`config.mk`:
```
export PLATFORM = sky130hd
export DESIGN_NAME = mcap_back
export DESIGN_NICKNAME = d
export VERILOG_FILES = /design/src/mcap_pkg.sv /design/src/mcap_back.sv
export VERILOG_INCLUDE_DIRS = /design/src /design/src/src
export SDC_FILE = /design/constraint.sdc
export NUM_CORES = 1
export LEC_CHECK = 0
export BUFFER_PORTS_ARGS = -buffer_cell sky130_fd_sc_hd__buf_2
export CAP_MARGIN = 30
export CORE_MARGIN = 2
export CORE_UTILIZATION = 45
export DETAILED_ROUTE_END_ITERATION = 10
export GPL_TIMING_DRIVEN = 0
export PLACE_DENSITY = 0.7
export SYNTH_ARGS = -nofsm -noshare
export SYNTH_HDL_FRONTEND = slang
export SYNTH_SLANG_ARGS = --single-unit
export TNS_END_PERCENT = 1
```
`constraint.sdc`:
```
create_clock -name clk -period 3.15 [get_ports clk]
set_clock_uncertainty 0.15 [all_clocks]
set_input_delay 0.63 -clock clk [delete_from_list [all_inputs] [get_ports clk]]
set_output_delay 0.63 -clock clk [all_outputs]
set_load 0.02 [all_outputs]
```
`src/midpoint_circle_arc_plotter_core_defines.svh`:
```
// ----------------------------------------------------------------------------
// midpoint circle arc plotter - assertion macros
// shared concurrent check shorthands, sampled on clk and held off during rst
// ----------------------------------------------------------------------------
`ifndef MIDPOINT_CIRCLE_ARC_PLOTTER_CORE_DEFINES_SVH
`define MIDPOINT_CIRCLE_ARC_PLOTTER_CORE_DEFINES_SVH

// condition must hold at every edge out of reset
`define MCAP_ASSERT_ALWAYS(label, cond, msg) \
  label: assert property (@(posedge clk) disable iff (rst) (cond)) else $error(msg);

// consequent must hold in the same cycle as the antecedent
`define MCAP_ASSERT_IMPLY(label, ante, cons, msg) \
  label: assert property (@(posedge clk) disable iff (rst) (ante) |-> (cons)) \
    else $error(msg);

`endif

```
`src/mcap_pkg.sv`:
```
// ----------------------------------------------------------------------------
// mcap_pkg
// shared constants, types and the quarter-wave sine table for the arc plotter
// ----------------------------------------------------------------------------
package mcap_pkg;

  localparam int RADIUS_BITS_DEF = 10;
  localparam int ANGLE_W         = 9;
  localparam int ANGLE_MAX       = 360;
  localparam int OCT_SPAN        = 45;
  localparam int OCT_W           = 4;
  localparam int REM_W           = 6;
  localparam int SIN_W           = 16;
  localparam int DEG_W           = 7;
  localparam int QUEUE_DEPTH     = 4;

  localparam int APB_ADDR_W = 3;
  localparam int APB_DATA_W = 32;
  localparam int S_DATA_W   = 8;
  // output data width at the default radius
  localparam int M_DATA_W   = ((2 * (RADIUS_BITS_DEF + 1) + 7) / 8) * 8;
  localparam int M_USER_W   = 2;

  // register select, taken from paddr[2]
  localparam logic REG_RADIUS = 1'b0;
  localparam logic REG_ANGLE  = 1'b1;

  // mirrored point order
  typedef enum logic [2:0] {
    OCT_X_NY  = 3'd0,
    OCT_Y_NX  = 3'd1,
    OCT_Y_X   = 3'd2,
    OCT_X_Y   = 3'd3,
    OCT_NX_Y  = 3'd4,
    OCT_NY_X  = 3'd5,
    OCT_NY_NX = 3'd6,
    OCT_NX_NY = 3'd7
  } octant_t;

  // per item control handed from front to back
  typedef struct packed {
    logic [7:0] mask;
    logic       done;
  } mcap_ctrl_t;

  // sine in Q1.15, whole degrees 0..90
  function automatic logic [SIN_W-1:0] sin_q15(input logic [DEG_W-1:0] deg);
    logic [SIN_W-1:0] v;
    case (deg)
      7'd0: v = 16'd0;      7'd1: v = 16'd572;    7'd2: v = 16'd1144;
      7'd3: v = 16'd1715;   7'd4: v = 16'd2286;   7'd5: v = 16'd2856;
      7'd6: v = 16'd3425;   7'd7: v = 16'd3993;   7'd8: v = 16'd4560;
      7'd9: v = 16'd5126;   7'd10: v = 16'd5690;  7'd11: v = 16'd6252;
      7'd12: v = 16'd6813;  7'd13: v = 16'd7371;  7'd14: v = 16'd7927;
      7'd15: v = 16'd8481;  7'd16: v = 16'd9032;  7'd17: v = 16'd9580;
      7'd18: v = 16'd10126; 7'd19: v = 16'd10668; 7'd20: v = 16'd11207;
      7'd21: v = 16'd11743; 7'd22: v = 16'd12275; 7'd23: v = 16'd12803;
      7'd24: v = 16'd13328; 7'd25: v = 16'd13848; 7'd26: v = 16'd14365;
      7'd27: v = 16'd14876; 7'd28: v = 16'd15384; 7'd29: v = 16'd15886;
      7'd30: v = 16'd16384; 7'd31: v = 16'd16877; 7'd32: v = 16'd17364;
      7'd33: v = 16'd17847; 7'd34: v = 16'd18324; 7'd35: v = 16'd18795;
      7'd36: v = 16'd19261; 7'd37: v = 16'd19720; 7'd38: v = 16'd20174;
      7'd39: v = 16'd20622; 7'd40: v = 16'd21063; 7'd41: v = 16'd21498;
      7'd42: v = 16'd21926; 7'd43: v = 16'd22348; 7'd44: v = 16'd22763;
      7'd45: v = 16'd23170; 7'd46: v = 16'd23571; 7'd47: v = 16'd23965;
      7'd48: v = 16'd24351; 7'd49: v = 16'd24730; 7'd50: v = 16'd25102;
      7'd51: v = 16'd25466; 7'd52: v = 16'd25822; 7'd53: v = 16'd26170;
      7'd54: v = 16'd26510; 7'd55: v = 16'd26842; 7'd56: v = 16'd27166;
      7'd57: v = 16'd27482; 7'd58: v = 16'd27789; 7'd59: v = 16'd28088;
      7'd60: v = 16'd28378; 7'd61: v = 16'd28660; 7'd62: v = 16'd28932;
      7'd63: v = 16'd29197; 7'd64: v = 16'd29452; 7'd65: v = 16'd29698;
      7'd66: v = 16'd29935; 7'd67: v = 16'd30163; 7'd68: v = 16'd30382;
      7'd69: v = 16'd30592; 7'd70: v = 16'd30792; 7'd71: v = 16'd30983;
      7'd72: v = 16'd31164; 7'd73: v = 16'd31336; 7'd74: v = 16'd31499;
      7'd75: v = 16'd31651; 7'd76: v = 16'd31795; 7'd77: v = 16'd31928;
      7'd78: v = 16'd32052; 7'd79: v = 16'd32166; 7'd80: v = 16'd32270;
      7'd81: v = 16'd32365; 7'd82: v = 16'd32449; 7'd83: v = 16'd32524;
      7'd84: v = 16'd32588; 7'd85: v = 16'd32643; 7'd86: v = 16'd32688;
      7'd87: v = 16'd32723; 7'd88: v = 16'd32748; 7'd89: v = 16'd32763;
      7'd90: v = 16'd32768;
      default: v = 16'd0;
    endcase
    return v;
  endfunction

endpackage

```
`src/mcap_back.sv`:
```
// ----------------------------------------------------------------------------
// mcap_back
// walks the octant mask of each item, one point per cycle unless stalled
// ----------------------------------------------------------------------------
`include "midpoint_circle_arc_plotter_core_defines.svh"

module mcap_back #(
  parameter int RADIUS_BITS = mcap_pkg::RADIUS_BITS_DEF
) (
  input  logic clk,
  input  logic rst,
  input  logic q_empty,
  input  logic [2*RADIUS_BITS+$bits(mcap_pkg::mcap_ctrl_t)-1:0] q_head,
  output logic q_pop,
  output logic                                      m_tvalid,
  input  logic                                      m_tready,
  output logic [((2*RADIUS_BITS + 9) / 8) * 8 - 1:0] m_tdata,
  output logic                                      m_tlast,
  output logic [mcap_pkg::M_USER_W-1:0]             m_tuser
);

  localparam int CW     = RADIUS_BITS + 1;
  localparam int DATA_W = ((2*RADIUS_BITS + 9) / 8) * 8;

  logic                   cur_valid;
  logic [7:0]             cur_mask;
  logic [RADIUS_BITS-1:0] cur_x, cur_y;
  logic                   cur_done;

  logic [RADIUS_BITS-1:0] head_x, head_y;
  mcap_pkg::mcap_ctrl_t   head_ctrl;

  logic          out_free, emit, last;
  logic [2:0]    sel;
  logic [7:0]    rem;
  logic [CW-1:0] px, py, xc, yc, nxc, nyc;
  logic          pvalid;

  assign {head_x, head_y, head_ctrl} = q_head;

  assign out_free = !m_tvalid || m_tready;
  assign emit     = cur_valid && out_free;
  assign q_pop    = !q_empty && (!cur_valid || (emit && last));

  assign xc  = CW'(cur_x);
  assign yc  = CW'(cur_y);
  assign nxc = '0 - xc;
  assign nyc = '0 - yc;

  // lowest pending octant goes first
  always_comb begin
    sel = '0;
    for (int k = 7; k >= 0; k--) begin
      if (cur_mask[k]) begin
        sel = 3'(k);
      end
    end
    rem    = cur_mask & ~(8'b1 << sel);
    last   = (rem == '0);
    pvalid = (cur_mask != '0);
  end

  always_comb begin
    case (mcap_pkg::octant_t'(sel))
      mcap_pkg::OCT_X_NY:  begin px = xc;  py = nyc; end
      mcap_pkg::OCT_Y_NX:  begin px = yc;  py = nxc; end
      mcap_pkg::OCT_Y_X:   begin px = yc;  py = xc;  end
      mcap_pkg::OCT_X_Y:   begin px = xc;  py = yc;  end
      mcap_pkg::OCT_NX_Y:  begin px = nxc; py = yc;  end
      mcap_pkg::OCT_NY_X:  begin px = nyc; py = xc;  end
      mcap_pkg::OCT_NY_NX: begin px = nyc; py = nxc; end
      mcap_pkg::OCT_NX_NY: begin px = nxc; py = nyc; end
      default:             begin px = '0;  py = '0;  end
    endcase
    if (!pvalid) begin
      px = '0;
      py = '0;
    end
  end

  always_ff @(posedge clk) begin
    if (rst) begin
      cur_valid <= 1'b0;
      m_tvalid  <= 1'b0;
    end else begin
      if (emit) begin
        m_tvalid <= 1'b1;
      end else if (m_tready) begin
        m_tvalid <= 1'b0;
      end
      // the next item loads as the current one sends its last point
      if (q_pop) begin
        cur_valid <= 1'b1;
      end else if (emit && last) begin
        cur_valid <= 1'b0;
      end
    end
  end

  always_ff @(posedge clk) begin
    if (emit) begin
      m_tdata <= DATA_W'({py, px});
      m_tuser <= {cur_done, pvalid};
      m_tlast <= last;
    end
    if (q_pop) begin
      cur_mask <= head_ctrl.mask;
      cur_x    <= head_x;
      cur_y    <= head_y;
      cur_done <= head_ctrl.done;
    end else if (emit) begin
      cur_mask <= rem;
    end
  end

  `MCAP_ASSERT_IMPLY(a_empty_is_last, m_tvalid && !m_tuser[0], m_tlast,
                     "empty result not marked last")

endmodule

```
==> impl_metrics.yaml <==
outcome:
  status: "finished clean"
sta:
  setup_ws_ns: 0.0626
  setup_violations: 0
  rsz0062_at_grt: "no"
  fmax_mhz: 324
  fin_crit_sh_pct: 98.0
  slew_headroom_pct: 43.9
  tightest_slew_ns: 0.817
  period_needed_ns: 3.09
  finalHoldViolCount: 0
  slew_violations: 0
yosys:
  synth_area_per_cell_um2: 10.4
  synthSimpleGateAreaFrac_pct: 15.7
  ys_seq_area_share_pct: 52.9
  synth.distinct_cells: 46
  synth_edf_count: 54
  netlist_area_um2: 3140
  yosys.area_share.xor_xnor_pct: 5.30
  synth_top_family_by_area: "compound AO/OA/AOI/OAI gates"
  ys_async_sr_fraction_pct: 0
  synth-compound-area-share_pct: 19.4
  synth-seq-cells: 56
  synthCells: 301
  synthAdderAreaFrac_pct: 1.12
  yosys_warnings: 0
  synth_flop_cell: "edfxtp_1"
  synth.area.mux_share_pct: 1.91
finish:
  nNetsFinal: 419
  instances_no_fill: 465
  final_cell_mix: "buf_2, edfxtp_1, nor2_1"
  post-route-util_pct: 57.2
  multi_input_area_um2: 1400
  insertedDiodeCount: 0
  final_common_cell: "buf_2"
  fill_cells: 584
  drive_gt1_share_pct: 26.5
  regArea_um2: 1660
  syn_to_final_growth_pct: 23.1
critical_path:
  timing.rr.start: "cur_mask[0]"
  path_cells: "clkbuf_8, or4_4, a21oi_2, o211ai_1, o31ai_4, buf_12, buf_8"
  path_class: "flop to output port"
  critPathLaunchType: "flop"
  critical_path.max_fanout: 4
  critPathTopFamily: "compound AO/OA/AOI/OAI gates"
  slowest_stage: "or4_4"
  required_ns: 2.37
  startpoint: "cur_mask[0]"
  path_buf_inv: 3
  cp_slowest_stage_delay_ns: 0.54
  crit_path_end_kind: "output port"
  r2r_slack_ns: 0.40
  arrival_ns: 2.31
clock_network:
  cts_tree: "yes"
  htreeDepth: 2
  numCtsBuffers: 5
  clkLatencyLatePin_ns: 0.31
  cts_hold_buf: 0
  cts.clk_slew.worst_paths_ns: 0.09
  numClockSinks: 56
  clockBufferDepth: 2
  root_buffer: "clkbuf_8"
global_routing:
  grt_max_degree: 22
  grt_pass1_wl_mm: 12.1
  antenna_found_initial: 0
  grt_overflow: 0
  grt.total_usage_pct: 20.6
  grt_pass1_vias: 2449
hold_path:
  worstHoldStart: "cur_done"
  hold_path.class: "flop to flop"
power:
  p_leak_uw: 0.00148
  pwr_density_cell_nw_per_um2: 552
  ir_worst_vdd_mv: 0.312
  design_power_total_uw: 2130
die:
  rows: 30
  ioPinCount: 62
  core_um2: 6760
  die_h_um: 87.5
  dieArea_um2: 7660
  start_util_pct: 46.5
  die-width_um: 87.5
detailed_routing:
  drc: 0
  initialDrtViolationCount: 281
  drt_pre_antenna_iters: 5
  wl_met2_mm: 3.55
  vias: 2705
  via_per_inst: 5.82
  wirelength_mm: 7.53
  wl_met3_um: 511
  wl_met1_mm: 3.35
  wl_per_cell_um: 16.2
  antenna_left: 0
  top_layer: "met4"
place:
  portBuffers: 59
  pre_cts_slack_ns: -0.499
  placed_cells: 443
  gp_congestion: 0.930
  dpl.hpwl_mm: 5.39
run:
  maxCapViolations: 0
cells by family after synthesis:
logic type / Yosys count
and+or+nand+nor: 98
AOI/OAI and AO/OA: 91
other: 1
buffers and inverters: 27
adders and majority gates: 3
xor gates and xnor gates: 19
muxes: 6
DFF: 56
worst paths after layout:
path | end | cells past startpoint
max | q_pop | 7
min | m_tuser[1] | 0
max reg2reg | m_tdata[7] | 8
min reg2reg | m_tuser[1] | 0
cells in the mapped netlist (2+ instances only):
master     n  area, µm²
or4_4      2       22.5
o22ai_1    3       18.8
o21ai_0   20        100
o211ai_1   6       45.0
nor2_1    35        131
inv_1     10       37.5
nor3_1     8       40.0
a21oi_1   21        105
or3_1      3       18.8
a211oi_1   9       67.6
and2_1     3       18.8
nand3_1   10       50.1
nand2b_1   2       12.5
or2_2      5       31.3
dfxtp_1    2       40.0
a22oi_1    3       22.5
xor2_1    10       87.6
or4_1      3       22.5
mux2i_1    6       60.1
a221oi_1   3       26.3
a22o_1     2       17.5
nor2b_1    4       25.0
a32o_1     6       60.1
a31oi_1    5       31.3
xnor2_1    9       78.8
a21o_1     4       30.0
edfxtp_1  54       1620
nor3b_1    4       30.0
ha_1       2       25.0
buf_2      2       10.0
clkbuf_1  12       45.0
o31ai_1    3       22.5
nand2_1   16       60.1
buf_4      2       15.0
per-layer routing:
metal	vias up	track usage, %
met1	1260	28.9
met2	133	32.4
li1	1296	-
met4	0	6.85
met3	16	3.89
met5	-	0
flip-flops by register name, summed over array words and instances, names as in the netlist:
register	flops
m_tvalid	1
cur_done	1
m_tuser	2
cur_valid	1
m_tlast	1
cur_y	10
cur_mask	8
cur_x	10
m_tdata	22
worst reg2reg max path, cell delays in order, from the launching register on:
cell and delay, ns:
edfxtp_1 0.44, clkbuf_8 0.17, or4_4 0.55, buf_4 0.17, a21oi_2 0.36, o21ai_0 0.21
xnor2_1 0.25, nor2_1 0.06, a211oi_1 0.23
metrics by stage:
step | hold WS [ns] | instance area, µm² | setup TNS [ns]
after detailed placement | 0.272 | 3570 | -0.499
final | 0.292 | 3860 | 0
after floorplan | 0.250 | 3140 | -0.0293
after global placement | 0.251 | 3540 | -13.41
after CTS | 0.296 | 3860 | -0.0272
after global routing | 0.307 | 3860 | 0
area by class of cell:
cell class              count  share of cell area (%)
plain buffers              17                    2.23
clock buffers               7                    1.98
clock inverters             1                   0.777
inverters                  10                   0.972
multi-input cells         219                    36.3
flip-flops and latches     56                    43.0
well taps                  80                    2.59
repair buffers             75                    12.2
power by group:
| group | leakage, µW | internal (µW) | switching, µW |
|---|---|---|---|
| logic | 0.000892 | 281 | 405 |
| clock network | 0.0000524 | 238 | 220 |
| registers | 0.000535 | 938 | 53.0 |
what timing repair did:
item | in CTS | in global routing
resized for setup | 13 | 3
setup endpoints to repair | 21 | 1
pin swaps | 5 | 2
setup buffers | 13 | 0
gates cloned | 1 | 0
No activity file was read; power rests on OpenSTA's default activity.
