`src/midpoint_circle_arc_plotter_core_defines.svh`:
```
// ----------------------------------------------------------------------------
// midpoint circle arc plotter - assertion macros
// shared concurrent check shorthands, sampled on clk and held off during rst
// ----------------------------------------------------------------------------
`ifndef MIDPOINT_CIRCLE_ARC_PLOTTER_CORE_DEFINES_SVH
`define MIDPOINT_CIRCLE_ARC_PLOTTER_CORE_DEFINES_SVH

// condition must hold at every edge out of reset
`define MCAP_ASSERT_ALWAYS(label, cond, msg) \
  label: assert property (@(posedge clk) disable iff (rst) (cond)) else $error(msg);

// consequent must hold in the same cycle as the antecedent
`define MCAP_ASSERT_IMPLY(label, ante, cons, msg) \
  label: assert property (@(posedge clk) disable iff (rst) (ante) |-> (cons)) \
    else $error(msg);

`endif

```
`src/mcap_pkg.sv`:
```
// ----------------------------------------------------------------------------
// mcap_pkg
// shared constants, types and the quarter-wave sine table for the arc plotter
// ----------------------------------------------------------------------------
package mcap_pkg;

  localparam int RADIUS_BITS_DEF = 10;
  localparam int ANGLE_W         = 9;
  localparam int ANGLE_MAX       = 360;
  localparam int OCT_SPAN        = 45;
  localparam int OCT_W           = 4;
  localparam int REM_W           = 6;
  localparam int SIN_W           = 16;
  localparam int DEG_W           = 7;
  localparam int QUEUE_DEPTH     = 4;

  localparam int APB_ADDR_W = 3;
  localparam int APB_DATA_W = 32;
  localparam int S_DATA_W   = 8;
  // output data width at the default radius
  localparam int M_DATA_W   = ((2 * (RADIUS_BITS_DEF + 1) + 7) / 8) * 8;
  localparam int M_USER_W   = 2;

  // register select, taken from paddr[2]
  localparam logic REG_RADIUS = 1'b0;
  localparam logic REG_ANGLE  = 1'b1;

  // mirrored point order
  typedef enum logic [2:0] {
    OCT_X_NY  = 3'd0,
    OCT_Y_NX  = 3'd1,
    OCT_Y_X   = 3'd2,
    OCT_X_Y   = 3'd3,
    OCT_NX_Y  = 3'd4,
    OCT_NY_X  = 3'd5,
    OCT_NY_NX = 3'd6,
    OCT_NX_NY = 3'd7
  } octant_t;

  // per item control handed from front to back
  typedef struct packed {
    logic [7:0] mask;
    logic       done;
  } mcap_ctrl_t;

  // sine in Q1.15, whole degrees 0..90
  function automatic logic [SIN_W-1:0] sin_q15(input logic [DEG_W-1:0] deg);
    logic [SIN_W-1:0] v;
    case (deg)
      7'd0: v = 16'd0;      7'd1: v = 16'd572;    7'd2: v = 16'd1144;
      7'd3: v = 16'd1715;   7'd4: v = 16'd2286;   7'd5: v = 16'd2856;
      7'd6: v = 16'd3425;   7'd7: v = 16'd3993;   7'd8: v = 16'd4560;
      7'd9: v = 16'd5126;   7'd10: v = 16'd5690;  7'd11: v = 16'd6252;
      7'd12: v = 16'd6813;  7'd13: v = 16'd7371;  7'd14: v = 16'd7927;
      7'd15: v = 16'd8481;  7'd16: v = 16'd9032;  7'd17: v = 16'd9580;
      7'd18: v = 16'd10126; 7'd19: v = 16'd10668; 7'd20: v = 16'd11207;
      7'd21: v = 16'd11743; 7'd22: v = 16'd12275; 7'd23: v = 16'd12803;
      7'd24: v = 16'd13328; 7'd25: v = 16'd13848; 7'd26: v = 16'd14365;
      7'd27: v = 16'd14876; 7'd28: v = 16'd15384; 7'd29: v = 16'd15886;
      7'd30: v = 16'd16384; 7'd31: v = 16'd16877; 7'd32: v = 16'd17364;
      7'd33: v = 16'd17847; 7'd34: v = 16'd18324; 7'd35: v = 16'd18795;
      7'd36: v = 16'd19261; 7'd37: v = 16'd19720; 7'd38: v = 16'd20174;
      7'd39: v = 16'd20622; 7'd40: v = 16'd21063; 7'd41: v = 16'd21498;
      7'd42: v = 16'd21926; 7'd43: v = 16'd22348; 7'd44: v = 16'd22763;
      7'd45: v = 16'd23170; 7'd46: v = 16'd23571; 7'd47: v = 16'd23965;
      7'd48: v = 16'd24351; 7'd49: v = 16'd24730; 7'd50: v = 16'd25102;
      7'd51: v = 16'd25466; 7'd52: v = 16'd25822; 7'd53: v = 16'd26170;
      7'd54: v = 16'd26510; 7'd55: v = 16'd26842; 7'd56: v = 16'd27166;
      7'd57: v = 16'd27482; 7'd58: v = 16'd27789; 7'd59: v = 16'd28088;
      7'd60: v = 16'd28378; 7'd61: v = 16'd28660; 7'd62: v = 16'd28932;
      7'd63: v = 16'd29197; 7'd64: v = 16'd29452; 7'd65: v = 16'd29698;
      7'd66: v = 16'd29935; 7'd67: v = 16'd30163; 7'd68: v = 16'd30382;
      7'd69: v = 16'd30592; 7'd70: v = 16'd30792; 7'd71: v = 16'd30983;
      7'd72: v = 16'd31164; 7'd73: v = 16'd31336; 7'd74: v = 16'd31499;
      7'd75: v = 16'd31651; 7'd76: v = 16'd31795; 7'd77: v = 16'd31928;
      7'd78: v = 16'd32052; 7'd79: v = 16'd32166; 7'd80: v = 16'd32270;
      7'd81: v = 16'd32365; 7'd82: v = 16'd32449; 7'd83: v = 16'd32524;
      7'd84: v = 16'd32588; 7'd85: v = 16'd32643; 7'd86: v = 16'd32688;
      7'd87: v = 16'd32723; 7'd88: v = 16'd32748; 7'd89: v = 16'd32763;
      7'd90: v = 16'd32768;
      default: v = 16'd0;
    endcase
    return v;
  endfunction

endpackage

```
`src/mcap_queue.sv`:
```
// ----------------------------------------------------------------------------
// mcap_queue
// small register queue between the front and the point emitter
// ----------------------------------------------------------------------------
`include "midpoint_circle_arc_plotter_core_defines.svh"

module mcap_queue #(
  parameter int WIDTH = 29,
  parameter int DEPTH = mcap_pkg::QUEUE_DEPTH
) (
  input  logic             clk,
  input  logic             rst,
  input  logic             push,
  input  logic [WIDTH-1:0] wdata,
  input  logic             pop,
  output logic [WIDTH-1:0] rdata,
  output logic             full,
  output logic             empty
);

  localparam int PTR_W = (DEPTH > 1) ? $clog2(DEPTH) : 1;
  localparam int CNT_W = $clog2(DEPTH + 1);

  logic [WIDTH-1:0] entries [DEPTH];
  logic [PTR_W-1:0] wr_ptr, rd_ptr;
  logic [CNT_W-1:0] count;

  assign full  = (count == CNT_W'(DEPTH));
  assign empty = (count == '0);
  assign rdata = entries[rd_ptr];

  always_ff @(posedge clk) begin
    if (rst) begin
      wr_ptr <= '0;
      rd_ptr <= '0;
      count  <= '0;
    end else begin
      if (push) begin
        wr_ptr <= (wr_ptr == PTR_W'(DEPTH - 1)) ? '0 : wr_ptr + PTR_W'(1);
      end
      if (pop) begin
        rd_ptr <= (rd_ptr == PTR_W'(DEPTH - 1)) ? '0 : rd_ptr + PTR_W'(1);
      end
      if (push && !pop) begin
        count <= count + CNT_W'(1);
      end else if (pop && !push) begin
        count <= count - CNT_W'(1);
      end
    end
  end

  always_ff @(posedge clk) begin
    if (push) begin
      entries[wr_ptr] <= wdata;
    end
  end

  `MCAP_ASSERT_IMPLY(a_no_overflow, push, !full, "push into a full queue")
  `MCAP_ASSERT_IMPLY(a_no_underflow, pop, !empty, "pop from an empty queue")

endmodule

```
`config.mk`:
```
export PLATFORM = sky130hd
export DESIGN_NAME = mcap_queue
export DESIGN_NICKNAME = d
export VERILOG_FILES = /design/src/mcap_pkg.sv /design/src/mcap_queue.sv
export VERILOG_INCLUDE_DIRS = /design/src /design/src/src
export SDC_FILE = /design/constraint.sdc
export NUM_CORES = 1
export LEC_CHECK = 0
export BUFFER_PORTS_ARGS = -buffer_cell sky130_fd_sc_hd__buf_2
export CAP_MARGIN = 20
export CELL_PAD_IN_SITES_DETAIL_PLACEMENT = 1
export CELL_PAD_IN_SITES_GLOBAL_PLACEMENT = 1
export CORE_MARGIN = 1.5
export CORE_UTILIZATION = 52
export CTS_BUF_LIST = sky130_fd_sc_hd__clkbuf_8
export DETAILED_ROUTE_END_ITERATION = 10
export PLACE_DENSITY = 0.82
export SYNTH_ARGS = -nofsm -noshare
export SYNTH_HDL_FRONTEND = slang
export SYNTH_SLANG_ARGS = --single-unit
```
`constraint.sdc`:
```
create_clock -name clk -period 2.2 [get_ports clk]
set_input_delay 0.33 -clock clk [delete_from_list [all_inputs] [get_ports clk]]
set_output_delay 0.33 -clock clk [all_outputs]
set_load 0.01 [all_outputs]
```
==> results of run 1 <==
final cells by class:
type	instances	area (µm²)	share of cell area [%]
timing repair buffer	72	395	7.18
multi-input combinational	60	907	16.5
clock buffer	17	234	4.25
clock inverter	15	156	2.84
tap	108	135	2.45
inverter	4	15.0	0.273
sequential	125	3660	66.5
path summary, 6_finish.rpt:
kind	startpoint	slack [ns]	endpoint	depth (start not counted)
max reg2reg	wr_ptr[0]	0.57	entries[3][17]	3
min	wdata[21]	0.13	entries[3][21]	1
max	flip-flop	0.13	rdata[20]	3
min reg2reg	count[2]	0.55	count[2]	2
where the power goes:
part           switching (mW)  total, mW  internal [mW]
logic                   0.255      0.477          0.222
clock network           0.856       1.95           1.10
registers              0.0432       2.76           2.72
total                    1.15       5.19           4.03
cells by family after synthesis:
| logic type | Yosys count | share of synthesized area (%) |
|---|---|---|
| flip-flops | 125 | 79.1 |
| multiplexers | 33 | 15.0 |
| AND/OR/NAND/NOR | 15 | 1.67 |
| buffers and inverters | 10 | 1.46 |
| adder cells (fa/ha/maj) | 7 | 2.05 |
| AO/OA/AOI/OAI | 3 | 0.324 |
| XOR/XNOR | 2 | 0.378 |
sequential cells by signal (all words and copies together), names as in the netlist, named ones only:
signal   flops
rd_ptr       2
wr_ptr       2
entries    116
count        3
routing by layer:
metal,GRT usage (%),wire length (µm),vias up,part of all wire [%]
li1,-,-,980,-
met1,25.8,3650,1088,43
met2,30.9,4300,69,50
met3,7.27,523,7,6.1
met4,6.59,74,0,0.87
met5,0,0,-,0
synthesized netlist by cell type, types with 2 or more instances:
library cell	count	area share, %
edfxtp_1	116	75
mux4_2	28	14
dfxtp_1	9	3.9
nor2_1	7	0.57
ha_1	6	1.6
and2_1	4	0.54
inv_1	4	0.32
mux2i_1	4	0.86
a21oi_1	2	0.22
buf_2	2	0.22
nor3b_1	2	0.32
xor2_1	2	0.38
critical path, delay by kind of cell (launching register included):
kind	cells	cell delay (ns)
muxes	1	0.57
DFF	1	0.34
buffers and inverters	2	0.40
stage by stage:
step	worst slack, ns	std cells	hold WS (ns)
6_report	0.127	401	0.131
3_3_place_gp	0.448	369	0.492
5_1_grt	0.0619	401	0.105
3_5_place_dp	0.378	369	0.524
2_1_floorplan	0.538	195	0.399
4_1_cts	0.0891	401	0.102
==> key figures, run 1 <==
Status
  – Outcome: finished, final reports clean

STA
  – Worst slew pin tran: 0.468 ns
  – Final hold viol count: 0
  – Tmin final: 2.07 ns
  – Slew margin rel.: 68.8%
  – Pins over their slew limit: 0
  – Fin crit share: 94.2%
  – Final Skew: 0.00957 ns
  – Setup_tns: 0 ns
  – Final Setup Violations: 0
  – FMAX: 482 MHz
  – RSZ-0062 raised after global routing: no

Setup path
  – Max stage delay on crit path: 0.57 ns
  – Nature of the critical path startpoint: flip-flop
  – CP max FO: 29
  – CP required: 1.87 ns
  – Crit. End Element: primary output
  – Critical Path AT: 1.74 ns
  – Slowest cell on crit path: mux4_1
  – Critical Path, Cell by Cell: buf_12 > mux4_1 > buf_2
  – WS Path Type: reg -> out

Final layout
  – Core Util, Final: 63.5%
  – Layout area overhead: 18.9%
  – Final nets: 320
  – Commonest non-fill, non-tap cell in the layout: edfxtp_1
  – Share of cells above drive strength 1: 45.4%
  – Final Cell Area: 5510 µm²
  – Most frequent cells in the layout: edfxtp_1 (116), buf_2 (63), mux4_2 (28)
  – FILL cells: 755
  – # diodes: 0

Clock network
  – Root Buffer Master: clkbuf_8
  – CTS Buf Count: 17
  – Worst-path clk slew: 0.07 ns
  – Largest buffer count on any clock path: 2
  – CTS tree: built
  – Hold_buf cts: 0
  – Cts repair resizes: 0
  – CTS HTree Levels: 4
  – Post-CTS setup buffers: 0
  – Later-pin clock latency in the skew report: 0.41 ns
  – Clock Sinks: 125

Drt
  – Iter 0 DRT Violations: 86
  – DRC errors left: 0
  – Wirelength, routed: 8550 µm
  – ANT nets after route: 0
  – Drt pass-1 iters: 4
  – Routed len/inst: 21.3 µm
  – Via/cell ratio: 5.35
  – Via count: 2144

Logic synthesis
  – Synth warn: 0
  – Syn Std Cell Area: 4630 µm²
  – Async S/R FF share, synth: 0%
  – Synthesis-stage register bit count: 125
  – Sequential fraction of the synthesis area: 79.1%
  – Count of cell types in the netlist: 21
  – Post-synth top flop: edfxtp_1
  – Post-synth EDFFs: 116
  – Post-Syn Instances: 195
  – Syn Area/Cell: 23.8 µm²
  – Syn_nets: 235

Floorplanning
  – Die Y: 97.4 µm
  – Die area: 9480 µm²
  – Core area: 8680 µm²
  – Ports: 64
  – Starting Density: 53.4%
  – Die width: 97.4 µm
  – Row cnt: 34

Min path
  – Hold Path Class: in -> reg

Placement
  – GP Congestion: 0.662
  – DP Area: 5120 µm²
  – Detailed placement HPWL: 5380 µm
  – Port-buffer cells: 63

GRT
  – Largest net degree at the start of global routing: 30
  – Initial antenna violation count: 0
  – Overflow left after global routing: 0
  – Global-route wire length before repair: 13500 µm
  – Total GRT Usage: 19.7%
  – Vias in the first global route: 2383

Run
  – Max-Cap Viols: 0

Power and ir drop
  – Leakage: 1.94 nW
  – Overall Power: 5.19 mW
  – Maximum vdd drop: 0.447 mV
  – P per Cell Area: 942 nW/µm²
Note: power is estimated with default switching activity, not from simulation.
==> inputs of run 2 (changes only) <==
--- a/config.mk
+++ b/config.mk
@@ -11,10 +11,11 @@
 export CELL_PAD_IN_SITES_DETAIL_PLACEMENT = 1
 export CELL_PAD_IN_SITES_GLOBAL_PLACEMENT = 1
 export CORE_MARGIN = 1.5
-export CORE_UTILIZATION = 52
+export CORE_UTILIZATION = 45
 export CTS_BUF_LIST = sky130_fd_sc_hd__clkbuf_8
 export DETAILED_ROUTE_END_ITERATION = 10
-export PLACE_DENSITY = 0.82
+export PLACE_DENSITY = 0.72
 export SYNTH_ARGS = -nofsm -noshare
 export SYNTH_HDL_FRONTEND = slang
 export SYNTH_SLANG_ARGS = --single-unit
+export TNS_END_PERCENT = 20
==> key figures, run 2 (synthesis gave the netlist of run 1 again) <==
STA
  – Worst slew pin tran: 0.520 ns
  – Final hold viol count: 0
  – Tmin final: 2.08 ns
  – Slew margin rel.: 65.3%
  – Final Setup Violations: 0
  – Setup_tns: 0 ns
  – Final worst slack: 0.118 ns
  – Final Skew: 0.00909 ns
  – RSZ-0062 raised after global routing: no
  – Pins over their slew limit: 0
  – Worst hold slack: 0.120 ns
  – FMAX: 480 MHz
  – Fin crit share: 94.6%

Drt
  – Via/cell ratio: 5.08
  – Wirelength, routed: 8270 µm
  – DRC errors left: 0
  – Metal3 WL: 500 µm
  – Iter 0 DRT Violations: 108
  – Max Used Layer: met4
  – Drt pass-1 iters: 4
  – Met1 wire length: 3470 µm
  – Via count: 2166
  – Routed len/inst: 19.4 µm
  – ANT nets after route: 0
  – Met2 WL: 4180 µm

Floorplanning
  – Die width: 104 µm
  – Ports: 64
  – Die Y: 104 µm
  – Row cnt: 36
  – Core area: 9860 µm²
  – Die area: 10900 µm²
  – Starting Density: 47.0%

Final layout
  – Commonest non-fill, non-tap cell in the layout: edfxtp_1
  – Core Util, Final: 56.3%
  – Layout area overhead: 19.8%
  – # diodes: 0
  – Largest Register: entries
  – Max reg flops: 116
  – FILL cells: 891
  – Final nets: 320
  – Finished Layout Cells: 426
  – Most frequent cells in the layout: edfxtp_1 (116), buf_2 (63), mux4_2 (28)
  – Final Cell Area: 5550 µm²
  – Top flop regs: entries: 116 flops, count: 3 flops
  – Share of cells above drive strength 1: 44.4%

Clock network
  – Clock Sinks: 125
  – Post-CTS setup buffers: 0
  – Worst-path clk slew: 0.07 ns
  – CTS tree: built
  – Cts repair resizes: 0
  – Largest buffer count on any clock path: 2
  – Later-pin clock latency in the skew report: 0.42 ns
  – Hold_buf cts: 0
  – CTS Buf Count: 17
  – CTS HTree Levels: 4
  – Root Buffer Master: clkbuf_8

Setup path
  – WS Path Type: reg -> out
  – Max stage delay on crit path: 0.55 ns
  – Crit. End Element: primary output
  – Critical Path, Cell by Cell: buf_4 > mux4_2 > buf_2
  – Nature of the critical path startpoint: flip-flop
  – Slowest cell on crit path: mux4_2
  – CP required: 1.87 ns
  – WP buf/inv: 2
  – Critical Path AT: 1.75 ns
  – CP max FO: 11
  – Dominant delay contributor by cell family on the critical path: multiplexers

Power and ir drop
  – Sw Share: 21.2%
  – Leakage: 1.97 nW
  – P per Cell Area: 913 nW/µm²
  – Internal: 3.99 mW
  – Overall Power: 5.07 mW
  – Maximum vdd drop: 0.432 mV
  – Comb pwr share: 9.5%
  – Switching pwr: 1.08 mW
  – Share of power burned in registers: 54.5%
  – Clock power frac: 36.1%

GRT
  – Vias in the first global route: 2438
  – Overflow left after global routing: 0
  – Initial antenna violation count: 0
  – Largest net degree at the start of global routing: 30
  – Global-route wire length before repair: 13200 µm
  – Total GRT Usage: 16.8%

Placement
  – Detailed placement HPWL: 5510 µm
  – GP Congestion: 0.719
  – Cells after DPL: 394
  – Port-buffer cells: 63
  – Dpl ws: 0.386 ns
  – DP Area: 5170 µm²

Status
  – Outcome: finished, final reports clean

Min path
  – Hold Path Class: in -> reg

Run
  – Max-Cap Viols: 0
## run 2: cell type report
cell class | count | area, µm² | share of cell area, %
clock buffers | 23 | 317 | 5.70
inverters | 4 | 15.0 | 0.270
well taps | 133 | 166 | 3.00
multi-input cells | 60 | 907 | 16.3
clock inverters | 9 | 60.1 | 1.08
flip-flops and latches | 125 | 3670 | 66.0
repair buffers | 72 | 420 | 7.57
## run 2: worst reg2reg max path: stages (launching register included)
cell	delay (ns)
dfxtp_1	0.36
inv_1	0.10
ha_1	0.14
and2_2	0.48
buf_12	0.23
## run 2: path summary, 6_finish.rpt
kind	cells after the start	slack (ns)	end	startpoint
worst max-delay path	3	0.12	rdata[0]	flip-flop
worst min-delay path	1	0.12	entries[0][27]	wdata[27]
worst max register to register	4	0.59	entries[0][23]	wr_ptr[0]
worst min register to register	2	0.52	count[2]	count[2]
## run 2: layer usage
metal	track usage, %	vias up
li1	-	980
met1	20.5	1108
met2	26.9	65
met3	6.27	13
met5	0	-
met4	7.14	0
## run 2: power groups by stage
stage	Clock [mW]	Sequential, mW	Combinational (mW)
after floorplan	0	2.80	0.286
after global placement	0	2.80	0.483
after detailed placement	0	2.81	0.493
after CTS	1.87	2.76	0.494
after global routing	1.96	2.77	0.529
final	1.83	2.76	0.480
